`config.mk`:
```
export PLATFORM = sky130hd
export DESIGN_NAME = run_length_codec_decimal_unit_flat
export DESIGN_NICKNAME = d
export VERILOG_FILES = /design/src/hw/rtl/rlcd_pkg.sv /design/src/hw/rtl/rlcd_ifs.sv /design/src/hw/rtl/rlcd_front.sv /design/src/hw/rtl/rlcd_queue.sv /design/src/hw/rtl/rlcd_back.sv /design/src/hw/rtl/run_length_codec_decimal_unit.sv /design/src/flat_wrapper.sv
export SDC_FILE = /design/constraint.sdc
export NUM_CORES = 1
export LEC_CHECK = 0
export ABC_AREA = 1
export BUFFER_PORTS_ARGS = -buffer_cell sky130_fd_sc_hd__buf_2
export CORE_MARGIN = 3
export CORE_UTILIZATION = 45
export CTS_CLUSTER_SIZE = 25
export DETAILED_ROUTE_END_ITERATION = 7
export GPL_TIMING_DRIVEN = 0
export HOLD_SLACK_MARGIN = 0.15
export PLACE_DENSITY_LB_ADDON = 0.2
export SLEW_MARGIN = 20
export SYNTH_ARGS = -nofsm -noshare
export SYNTH_HDL_FRONTEND = slang
export SYNTH_SLANG_ARGS = --single-unit
```
`constraint.sdc`:
```
create_clock -name clk -period 9.09 [get_ports clk]
set_input_delay 1.818 -clock clk [delete_from_list [all_inputs] [get_ports clk]]
set_output_delay 1.818 -clock clk [all_outputs]
set_load 0.01 [all_outputs]
```
`src/hw/rtl/rlcd_pkg.sv`:
```
// ----------------------------------------------------------------------------
// rlcd_pkg
// Shared constants, command types and the run flush helper of the
// run-length codec with decimal repeat counts.
// ----------------------------------------------------------------------------
package rlcd_pkg;

  localparam int MAX_RUN      = 64;
  localparam int LEN_W        = 7;
  localparam int REPS_W       = $clog2(MAX_RUN + 1);
  localparam int CNT_W        = $clog2(MAX_RUN + 2);
  localparam int POS_W        = REPS_W + 1;
  localparam int DECIMAL_BASE = 10;
  localparam int QUEUE_DEPTH  = 4;
  localparam int PTR_W        = $clog2(QUEUE_DEPTH);
  localparam int TENTH_MUL    = 205;
  localparam int TENTH_SHIFT  = 11;

  localparam logic [7:0] DIGIT_ZERO = 8'h30;
  localparam logic [7:0] DIGIT_NINE = 8'h39;

  localparam logic [1:0] NDIG_NONE = 2'd0;
  localparam logic [1:0] NDIG_ONE  = 2'd1;
  localparam logic [1:0] NDIG_TWO  = 2'd2;

  // One output segment: optional decimal digits, then the symbol repeated.
  typedef struct packed {
    logic              v;
    logic [7:0]        sym;
    logic [1:0]        ndig;
    logic [3:0]        tens;
    logic [3:0]        units;
    logic [REPS_W-1:0] reps;
    logic              clip;
  } seg_t;

  // All results caused by one input item.
  typedef struct packed {
    seg_t a;
    seg_t b;
    logic fin;
  } cmd_t;

  function automatic seg_t flush_seg(input logic [7:0] sym, input logic [LEN_W-1:0] len);
    logic [LEN_W+7:0] prod;
    logic [3:0]       tens;
    logic [LEN_W-1:0] tens10;
    seg_t             s;
    prod   = {8'b0, len} * (LEN_W + 8)'(TENTH_MUL);
    tens   = 4'(prod >> TENTH_SHIFT);
    tens10 = LEN_W'(tens) * LEN_W'(DECIMAL_BASE);
    s      = '0;
    s.v    = 1'b1;
    s.sym  = sym;
    s.tens = tens;
    s.units = 4'(len - tens10);
    if (len <= LEN_W'(2)) begin
      s.ndig = NDIG_NONE;
      s.reps = REPS_W'(len);
    end else begin
      s.ndig = (len >= LEN_W'(DECIMAL_BASE)) ? NDIG_TWO : NDIG_ONE;
      s.reps = REPS_W'(1);
    end
    return s;
  endfunction

endpackage

```
`src/hw/rtl/rlcd_ifs.sv`:
```
// ----------------------------------------------------------------------------
// rlcd_ifs
// Valid/ready channels of the codec: input characters and result beats.
// ----------------------------------------------------------------------------
interface rlcd_in_if;
  logic       valid;
  logic       ready;
  logic       mode;
  logic [7:0] in_byte;
  logic       end_of_string;

  modport source(output valid, mode, in_byte, end_of_string, input ready);
  modport sink(input valid, mode, in_byte, end_of_string, output ready);
endinterface

interface rlcd_out_if;
  logic       valid;
  logic       ready;
  logic [7:0] out_byte;
  logic       last_of_run;
  logic       string_done;
  logic       count_clipped;

  modport source(output valid, out_byte, last_of_run, string_done, count_clipped,
                 input ready);
  modport sink(input valid, out_byte, last_of_run, string_done, count_clipped,
               output ready);
endinterface

```
`src/hw/rtl/rlcd_front.sv`:
```
// ----------------------------------------------------------------------------
// rlcd_front
// Accepts characters, tracks the encode run and the decode count, and turns
// every item that causes output into one command for the queue.
// ----------------------------------------------------------------------------
module rlcd_front (
  input  logic          clk,
  input  logic          rst,
  rlcd_in_if.sink       item,
  input  logic          full,
  output logic          push,
  output rlcd_pkg::cmd_t cmd
);
  import rlcd_pkg::*;

  logic [7:0]       run_symbol, run_symbol_next;
  logic [LEN_W-1:0] run_length, run_length_next;
  logic [CNT_W-1:0] repeat_count, repeat_count_next;
  logic             run_open, run_open_next;
  logic             count_seen, count_seen_next;

  logic             accept;
  logic [7:0]       sym1;
  logic [LEN_W-1:0] len1;
  logic [CNT_W+3:0] acc10;
  logic [CNT_W-1:0] times;
  logic             clip;
  logic             is_digit;
  seg_t             seg_a, seg_b;

  assign item.ready = !full;
  assign accept     = item.valid && !full;
  assign is_digit   = (item.in_byte >= DIGIT_ZERO) && (item.in_byte <= DIGIT_NINE);

  always_comb begin
    run_symbol_next   = run_symbol;
    run_length_next   = run_length;
    repeat_count_next = repeat_count;
    run_open_next     = run_open;
    count_seen_next   = count_seen;
    seg_a = '0;
    seg_b = '0;
    sym1  = run_symbol;
    len1  = run_length;
    acc10 = '0;
    times = '0;
    clip  = 1'b0;
    if (!item.mode) begin
      repeat_count_next = '0;
      count_seen_next   = 1'b0;
      if (run_open && (item.in_byte == run_symbol)) begin
        len1 = run_length + LEN_W'(1);
        sym1 = run_symbol;
      end else begin
        len1 = LEN_W'(1);
        sym1 = item.in_byte;
        if (run_open) begin
          seg_a = flush_seg(run_symbol, run_length);
        end
      end
      if ((len1 >= LEN_W'(MAX_RUN)) || item.end_of_string) begin
        seg_b           = flush_seg(sym1, len1);
        run_open_next   = 1'b0;
        run_symbol_next = '0;
        run_length_next = '0;
      end else begin
        run_open_next   = 1'b1;
        run_symbol_next = sym1;
        run_length_next = len1;
      end
    end else begin
      run_open_next   = 1'b0;
      run_symbol_next = '0;
      run_length_next = '0;
      if (is_digit) begin
        acc10 = {4'b0, repeat_count} * (CNT_W + 4)'(DECIMAL_BASE)
              + (CNT_W + 4)'(item.in_byte - DIGIT_ZERO);
        if (acc10 > (CNT_W + 4)'(MAX_RUN)) begin
          repeat_count_next = CNT_W'(MAX_RUN + 1);
        end else begin
          repeat_count_next = CNT_W'(acc10);
        end
        count_seen_next = 1'b1;
      end else begin
        times = count_seen ? repeat_count : CNT_W'(1);
        clip  = times > CNT_W'(MAX_RUN);
        if (clip) begin
          times = CNT_W'(MAX_RUN);
        end
        if (times != '0) begin
          seg_a.v    = 1'b1;
          seg_a.sym  = item.in_byte;
          seg_a.reps = REPS_W'(times);
          seg_a.clip = clip;
        end
        repeat_count_next = '0;
        count_seen_next   = 1'b0;
      end
      if (item.end_of_string) begin
        repeat_count_next = '0;
        count_seen_next   = 1'b0;
      end
    end
  end

  always_comb begin
    cmd.fin = item.end_of_string;
    if (seg_a.v) begin
      cmd.a = seg_a;
      cmd.b = seg_b;
    end else begin
      cmd.a = seg_b;
      cmd.b = '0;
    end
  end

  assign push = accept && cmd.a.v;

  always_ff @(posedge clk) begin
    if (rst) begin
      run_symbol   <= '0;
      run_length   <= '0;
      repeat_count <= '0;
      run_open     <= 1'b0;
      count_seen   <= 1'b0;
    end else if (accept) begin
      run_symbol   <= run_symbol_next;
      run_length   <= run_length_next;
      repeat_count <= repeat_count_next;
      run_open     <= run_open_next;
      count_seen   <= count_seen_next;
    end
  end

endmodule

```
`src/hw/rtl/rlcd_queue.sv`:
```
// ----------------------------------------------------------------------------
// rlcd_queue
// Short command queue between the front and the back end.
// ----------------------------------------------------------------------------
module rlcd_queue (
  input  logic           clk,
  input  logic           rst,
  input  logic           push,
  input  rlcd_pkg::cmd_t wr_data,
  output logic           full,
  input  logic           pop,
  output rlcd_pkg::cmd_t rd_data,
  output logic           empty
);
  import rlcd_pkg::*;

  cmd_t             slots [QUEUE_DEPTH];
  logic [PTR_W-1:0] wr_ptr;
  logic [PTR_W-1:0] rd_ptr;
  logic [PTR_W:0]   fill;

  assign full    = fill == (PTR_W + 1)'(QUEUE_DEPTH);
  assign empty   = fill == '0;
  assign rd_data = slots[rd_ptr];

  always_ff @(posedge clk) begin
    if (push) begin
      slots[wr_ptr] <= wr_data;
    end
  end

  always_ff @(posedge clk) begin
    if (rst) begin
      wr_ptr <= '0;
      rd_ptr <= '0;
      fill   <= '0;
    end else begin
      if (push) begin
        wr_ptr <= wr_ptr + PTR_W'(1);
      end
      if (pop) begin
        rd_ptr <= rd_ptr + PTR_W'(1);
      end
      case ({push, pop})
        2'b10:   fill <= fill + (PTR_W + 1)'(1);
        2'b01:   fill <= fill - (PTR_W + 1)'(1);
        default: fill <= fill;
      endcase
    end
  end

endmodule

```
`src/hw/rtl/rlcd_back.sv`:
```
// ----------------------------------------------------------------------------
// rlcd_back
// Expands the head command into result beats through an output register, one
// beat a cycle while the result side is not stalled.
// ----------------------------------------------------------------------------
module rlcd_back (
  input  logic           clk,
  input  logic           rst,
  input  rlcd_pkg::cmd_t head,
  input  logic           empty,
  output logic           pop,
  rlcd_out_if.source     result
);
  import rlcd_pkg::*;

  logic             seg_sel;
  logic [POS_W-1:0] pos;

  seg_t             cur;
  logic [POS_W-1:0] total;
  logic [3:0]       digit;
  logic [7:0]       beat_byte;
  logic             seg_last;
  logic             entry_last;
  logic             out_free;
  logic             step;

  assign cur   = seg_sel ? head.b : head.a;
  assign total = POS_W'(cur.ndig) + POS_W'(cur.reps);

  always_comb begin
    digit     = cur.units;
    beat_byte = cur.sym;
    if (pos < POS_W'(cur.ndig)) begin
      if ((cur.ndig == NDIG_TWO) && (pos == '0)) begin
        digit = cur.tens;
      end
      beat_byte = DIGIT_ZERO + {4'b0, digit};
    end
  end

  assign seg_last   = pos == (total - POS_W'(1));
  assign entry_last = seg_last && (seg_sel || !head.b.v);
  assign out_free   = !result.valid || result.ready;
  assign step       = !empty && out_free;
  assign pop        = step && entry_last;

  always_ff @(posedge clk) begin
    if (rst) begin
      seg_sel      <= 1'b0;
      pos          <= '0;
      result.valid <= 1'b0;
    end else begin
      if (step) begin
        result.valid         <= 1'b1;
        result.out_byte      <= beat_byte;
        result.count_clipped <= cur.clip;
        result.last_of_run   <= entry_last;
        result.string_done   <= entry_last && head.fin;
        if (seg_last) begin
          pos     <= '0;
          seg_sel <= !entry_last;
        end else begin
          pos <= pos + POS_W'(1);
        end
      end else if (result.ready) begin
        result.valid <= 1'b0;
      end
    end
  end

endmodule

```
`src/hw/rtl/run_length_codec_decimal_unit.sv`:
```
// ----------------------------------------------------------------------------
// run_length_codec_decimal_unit
// Throughput: one item a cycle while the four-entry command queue has room;
// the back end sends one beat a cycle while the result side takes them, and
// a command leaves the queue only with its last beat (up to MAX_RUN beats
// for a decoded repeat).
// Reset: synchronous; clears run, count, queue and output register.
// ----------------------------------------------------------------------------
module run_length_codec_decimal_unit (
  input  logic       clk,
  input  logic       rst,
  rlcd_in_if.sink    item,
  rlcd_out_if.source result
);
  import rlcd_pkg::*;

  cmd_t wr_cmd;
  cmd_t head;
  logic push;
  logic pop;
  logic full;
  logic empty;

  rlcd_front u_front (
    .clk  (clk),
    .rst  (rst),
    .item (item),
    .full (full),
    .push (push),
    .cmd  (wr_cmd)
  );

  rlcd_queue u_queue (
    .clk     (clk),
    .rst     (rst),
    .push    (push),
    .wr_data (wr_cmd),
    .full    (full),
    .pop     (pop),
    .rd_data (head),
    .empty   (empty)
  );

  rlcd_back u_back (
    .clk    (clk),
    .rst    (rst),
    .head   (head),
    .empty  (empty),
    .pop    (pop),
    .result (result)
  );

endmodule

```
`src/flat_wrapper.sv`:
```
// flat-port wrapper written by rule: the top's interface ports become plain ports
module run_length_codec_decimal_unit_flat import rlcd_pkg::*;
  (clk, rst, item_valid, item_mode, item_in_byte, item_end_of_string, item_ready, result_valid, result_out_byte, result_last_of_run, result_string_done, result_count_clipped, result_ready);
  rlcd_in_if item_i ();
  rlcd_out_if result_i ();
  input  logic clk;
  input  logic rst;
  input wire logic [$bits(item_i.valid)-1:0] item_valid;
  input wire logic [$bits(item_i.mode)-1:0] item_mode;
  input wire logic [$bits(item_i.in_byte)-1:0] item_in_byte;
  input wire logic [$bits(item_i.end_of_string)-1:0] item_end_of_string;
  output wire logic [$bits(item_i.ready)-1:0] item_ready;
  output wire logic [$bits(result_i.valid)-1:0] result_valid;
  output wire logic [$bits(result_i.out_byte)-1:0] result_out_byte;
  output wire logic [$bits(result_i.last_of_run)-1:0] result_last_of_run;
  output wire logic [$bits(result_i.string_done)-1:0] result_string_done;
  output wire logic [$bits(result_i.count_clipped)-1:0] result_count_clipped;
  input wire logic [$bits(result_i.ready)-1:0] result_ready;
  assign item_i.valid = item_valid;
  assign item_i.mode = item_mode;
  assign item_i.in_byte = item_in_byte;
  assign item_i.end_of_string = item_end_of_string;
  assign item_ready = item_i.ready;
  assign result_valid = result_i.valid;
  assign result_out_byte = result_i.out_byte;
  assign result_last_of_run = result_i.last_of_run;
  assign result_string_done = result_i.string_done;
  assign result_count_clipped = result_i.count_clipped;
  assign result_i.ready = result_ready;
  run_length_codec_decimal_unit u_core (.clk(clk), .rst(rst), .item(item_i), .result(result_i));
endmodule
```
# Yosys cells after proc, flatten, opt, wreduce, memory -nomap -nowiden
# Memory sizes are Yosys's and may differ from the RTL's. A register that Yosys moved wholly into a read port is not among the register bits.
# Cells that the tools add are included.
dict set report word_totals {
  reg_bits 52
  memories 1
  ram_bits 220
  elab_cells 125
}
# memory depth word_bits read_ports rd_clocked_by_memory_dff write_ports line_no
set mem_list {}
lappend mem_list {u_core.u_queue.slots 4 55 1 1 1 rlcd_queue.sv:17} ;# cmd_t slots [QUEUE_DEPTH];
dict set report op_classes {
  n_addsub 13
  reduce_logical 24
  order_cmp 10
  eq_ne 6
  n_mul 5
  muxes 50
  bitwise 1
}
# cell n
set ops {}
lappend ops {{two-way mux 27 bit} 4}
lappend ops {{two-way mux 7 bit} 14}
lappend ops {{two-way mux 8 bit} 8}
lappend ops {{two-way mux 54 bit} 1}
lappend ops {{multiplier 7 x 8 -> 15 bit, second input constant} 2}
lappend ops {{two-way mux 9 bit} 3}
lappend ops {{two-way mux 26 bit} 1}
lappend ops {{equality test 8 bit} 2}
lappend ops {{greater-or-equal comparator 7 x 4 -> 1 bit, second input constant} 2}
lappend ops {{<= comparator 7 x 2 -> 1 bit, second input constant} 2}
lappend ops {{two-way mux 2 bit} 6}
lappend ops {{adder 11 bit} 1}
lappend ops {{> comparator 11 x 7 -> 1 bit, second input constant} 1}
lappend ops {{multiplier 7 x 3 -> 10 bit, second input constant} 1}
lappend ops {{two-way mux 10 bit} 1}
lappend ops {{logical AND 1 bit} 9}
lappend ops {{two-way mux 1 bit} 9}
lappend ops {{subtractor 8 x 6 -> 9 bit, second input constant} 1}
lappend ops {{adder 2 x 7 -> 8 bit} 1}
lappend ops {{adder 8 x 1 -> 8 bit, second input constant} 1}
lappend ops {{greater-or-equal comparator 8 x 6 -> 1 bit, second input constant} 1}
lappend ops {{<= comparator 8 x 6 -> 1 bit, second input constant} 1}
lappend ops {{zero test 8 bit} 1}
lappend ops {{< comparator 8 x 2 -> 1 bit} 1}
lappend ops {{22 further kinds} 35}

# Logic depth before layout (Yosys ltp)
dict set report logic_depth {
  ltp_word 13
  mapped_depth 40
  depth_no_buf 39
}

# Hierarchy
# A second synthesis with hierarchy kept.
dict set report hier_totals {
  cells_unflattened 1540
  hier_area_um2 15361.0
}
# module n_inst cells_per_inst area_per_inst_um2
set modules_own_cells {}
lappend modules_own_cells {rlcd_queue 1 590 8595.7}
lappend modules_own_cells {rlcd_front 1 697 4987.3}
lappend modules_own_cells {rlcd_back 1 253 1778.0}

# Worst setup path after synthesis
# Ideal clock, no wire load.
dict set report synth_path {
  path_kind {input to register}
  start {input item_in_byte[6]}
  end {memory u_core.u_queue.slots[0][39] (netlist name), data pin}
  slack_ns 2.144
  cell_stages 34
  arrival_ns 6.680
  setup_time_ns 0.266
  path_buffers 1
  cell_sequence {buf_4 -> inv_2 -> nand2_1 -> nand2_1 -> nor2_1 -> nand2_1 -> nor2_4 -> nand2_4 -> nor2_1 -> inv_1 -> ha_1 -> inv_1 -> fa_1 -> inv_1 -> ha_1 -> inv_1 -> fa_1 -> inv_1 -> ha_1 -> a21oi_1 -> o31ai_1 -> a211oi_1 -> nand2_1 -> nand2_1 -> nand2_1 -> fa_1 -> xnor2_1 -> inv_1 -> nand3_1 -> nand2_1 -> inv_1 -> nand2_1 -> nand4_1 -> nand2_1}
}
# item line_no
set synth_lines {}
lappend synth_lines {{start, declared} flat_wrapper.sv:10} ;# input wire logic [$bits(item_i.in_byte)-1:0] item_in_byte;
lappend synth_lines {{end, declared} rlcd_queue.sv:17}

==> results.json <==
{
  "outcome": "finished clean",
  "synth.most_common_cell": "nand2_1",
  "tightest_slew_ns": 1.11,
  "end_kind": "flip-flop",
  "grt_max_degree": 23,
  "max_stage_delay_ns": 0.62,
  "post_cts_buffers": 0,
  "crit_buf_inv": 8,
  "clkSinkCount": 266,
  "die_h_um": 187,
  "hold_viol_final": 0,
  "max_cap_viol_count": 0,
  "drt_iter0_markers": 888,
  "setup_tns_ns": 0,
  "ant_nets": 0,
  "grt_overflow": 0,
  "crit_type": "input pin to flip-flop",
  "final_nets": 1762,
  "hpwl_um": 27700,
  "routed-via-count": 11100,
  "post_dp_cell_area_um2": 15800,
  "grt_first_pass_wirelength_um": 58400,
  "die_w_um": 187,
  "setup_viol": 0,
  "max-slew-margin-rel_pct": 24.5,
  "io_pins": 27,
  "powerDensity_nw_per_um2": 160,
  "cts_buffers": 27,
  "ys_warn_count": 0,
  "vdd_drop_max_uv": 143,
  "syn_area_um2": 14800,
  "num_antenna_cells": 0,
  "ctsResizeCount": 0,
  "cts_hold_buf": 0,
  "fillers": 2876,
  "totalWireLength_um": 36800,
  "final_core_util_pct": 52.3,
  "ys.flop_type": "edfxtp_1",
  "fin_crit_ns": 7.53,
  "clk-insertion-delay-late_ns": 0.55,
  "crit_top_cell": "inv_1",
  "avgSynthCellArea_um2": 9.76,
  "fp.coreArea_um2": 32000,
  "synthTopCellsByArea": "edfxtp_1 (45%), ha_1 (10%), nand2_1 (6.6%)",
  "synth_edf_count": 223,
  "synth_seq_cells": 266,
  "startpoint_type": "input pin",
  "clk_path_buf_depth": 3,
  "leakagePower_nw": 6.84,
  "rsz0062_at_grt": "no",
  "cts_tree": "done",
  "seq_area_um2": 7560,
  "initial_core_util_pct": 46.3,
  "synthCells": 1517,
  "gp_congestion": 0.894,
  "avgRoutedWirePerCell_um": 17.9,
  "fmax_mhz": 133,
  "critical_path.top_delay_family": "adder cells",
  "ys_types": 55,
  "yosysTopAreaCell": "edfxtp_1",
  "clk_pin_slew_ns": 0.06,
  "fin_crit_sh_pct": 82.9,
  "ys_top_cells_by_count": "nand2_1 (260), edfxtp_1 (223), inv_1 (173)",
  "synth_top_area_share_pct": 45.2,
  "antenna_found_initial": 1,
  "hold_class": "flip-flop to flip-flop",
  "final_max_slew_viol_count": 0,
  "drcViolationCount": 0,
  "clockRootBuffer": "clkbuf_16",
  "clock_skew_ns": 0.0280,
  "async_flop_share_pct": 0,
  "yosysSeqAreaShare_pct": 51.0,
  "cts-htree-levels": 1,
  "row_count": 65,
  "required_ns": 9.34,
  "multi_input_area_um2": 6440,
  "cp_slowest_cell": "nor2_1",
  "numPortBuffers": 25,
  "grt_pass1_vias": 11000,
  "cp.arrival_ns": 7.79,
  "track_usage_pct": 20.8,
  "syn_to_final_growth_pct": 12.8,
  "die_area_um2": 35100,
  "stdcell_area_um2": 16700,
  "drive_gt1_share_pct": 7.76,
  "dr.pass1.iters": 5,
  "via_per_inst": 5.37,
  "path_max_fanout": 7
}
[power breakdown]
group	internal, mW	total, mW	switching, mW	leakage [nW]
combinational	0.0683	0.205	0.137	4.09
clock	0.625	1.09	0.465	0.426
sequential	1.36	1.37	0.0125	2.32
[sequential cells by signal, indices dropped and copies added, names as in the netlist, named ones only]
name	count
u_core.u_back.pos	8
u_core.u_back.seg_sel	1
u_core.u_back.result.string_done	1
u_core.u_front.run_open	1
u_core.u_back.result.last_of_run	1
u_core.u_queue.rd_ptr	2
u_core.u_back.result.valid	1
u_core.u_queue.slots	212
u_core.u_queue.wr_ptr	2
u_core.u_back.result.count_clipped	1
u_core.u_front.count_seen	1
u_core.u_queue.fill	3
u_core.u_back.result.out_byte	8
u_core.u_front.run_length	7
u_core.u_front.run_symbol	8
u_core.u_front.repeat_count	7
[area by class of cell]
class	instances	share of cell area [%]
buffer	55	1.54
clock buffer	36	4.37
clock inverter	14	0.846
inverter	180	4.05
multi-input combinational	1039	38.5
sequential	266	45.2
tap	435	3.26
timing repair buffer	34	2.19
[worst paths after layout]
check	start	to	slack [ns]	cells past startpoint
setup / recovery	item_in_byte[2]	u_core.u_queue.slots[1][11]$_DFFE_PP_	1.56	28
hold reg to reg	u_core.u_front.run_symbol[0]$_SDFFE_PP0P_	u_core.u_front.run_symbol[0]$_SDFFE_PP0P_	0.48	2
hold / removal	u_core.u_front.run_symbol[0]$_SDFFE_PP0P_	u_core.u_front.run_symbol[0]$_SDFFE_PP0P_	0.48	2
setup reg to reg	u_core.u_front.run_length[3]$_SDFFE_PP0P_	u_core.u_queue.slots[1][11]$_DFFE_PP_	2.55	23
[cell usage in the layout, fill, tap and decap left out, types with 3 or more instances in the layout]
cell,instances
buf_1,3
clkbuf_1,42
nor3_1,21
o21ai_0,103
buf_2,36
or2_2,4
edfxtp_1,223
nand4_1,22
nor2_4,7
o22ai_1,32
xor2_1,31
nand3_1,108
o221ai_1,17
nor2_1,128
and3_1,3
clkbuf_16,27
o21ai_1,6
o211ai_1,4
clkinv_1,3
conb_1,24
buf_4,3
dfxtp_1,43
inv_2,6
nand2_1,260
clkinv_2,6
nor4_1,7
xnor2_1,13
a31o_2,4
nor2_2,3
buf_16,8
inv_1,173
ha_1,123
fa_1,22
a21oi_1,67
[per-stage QoR]
step	total power, mW	hold WS (ns)	std cells	setup slack (ns)
finish	2.67	0.481	2059	1.56
global route	2.76	0.503	2059	1.11
CTS	2.69	0.483	2059	1.61
detailed placement	1.60	0.474	2009	1.07
global placement	1.59	0.470	2000	1.11
floorplan	1.53	0.458	1540	2.14
[metal layers]
| layer | wire length (um) | global-route usage, % | vias to the layer above |
|---|---|---|---|
| met4 | 1030 | 6.23 | 0 |
| li1 | - | - | 5386 |
| met1 | 16100 | 28.2 | 5258 |
| met3 | 2380 | 2.90 | 70 |
| met5 | 0 | 0 | - |
| met2 | 17300 | 34.8 | 347 |
[cells by family (layout without fill, tap and decap cells)]
logic type,after synthesis,count (layout),synth area share (%)
buffers and inverters,235,319,6.31
adders and majority gates,145,145,13.4
and+or+nand+nor,573,573,16.8
other,1,24,0.0253
xor gates and xnor gates,44,44,2.60
DFF,266,266,51.0
AOI/OAI and AO/OA,253,253,9.87
[worst reg2reg max path: cells and delay by family, from the launching register on]
kind,cells,cell delay (ns)
AOI/OAI and AO/OA,3,0.66
DFF,1,0.60
xor gates and xnor gates,1,0.18
buffers and inverters,6,0.49
adders and majority gates,7,2.78
and+or+nand+nor,6,1.58
Power figures use the tool's default switching activity.
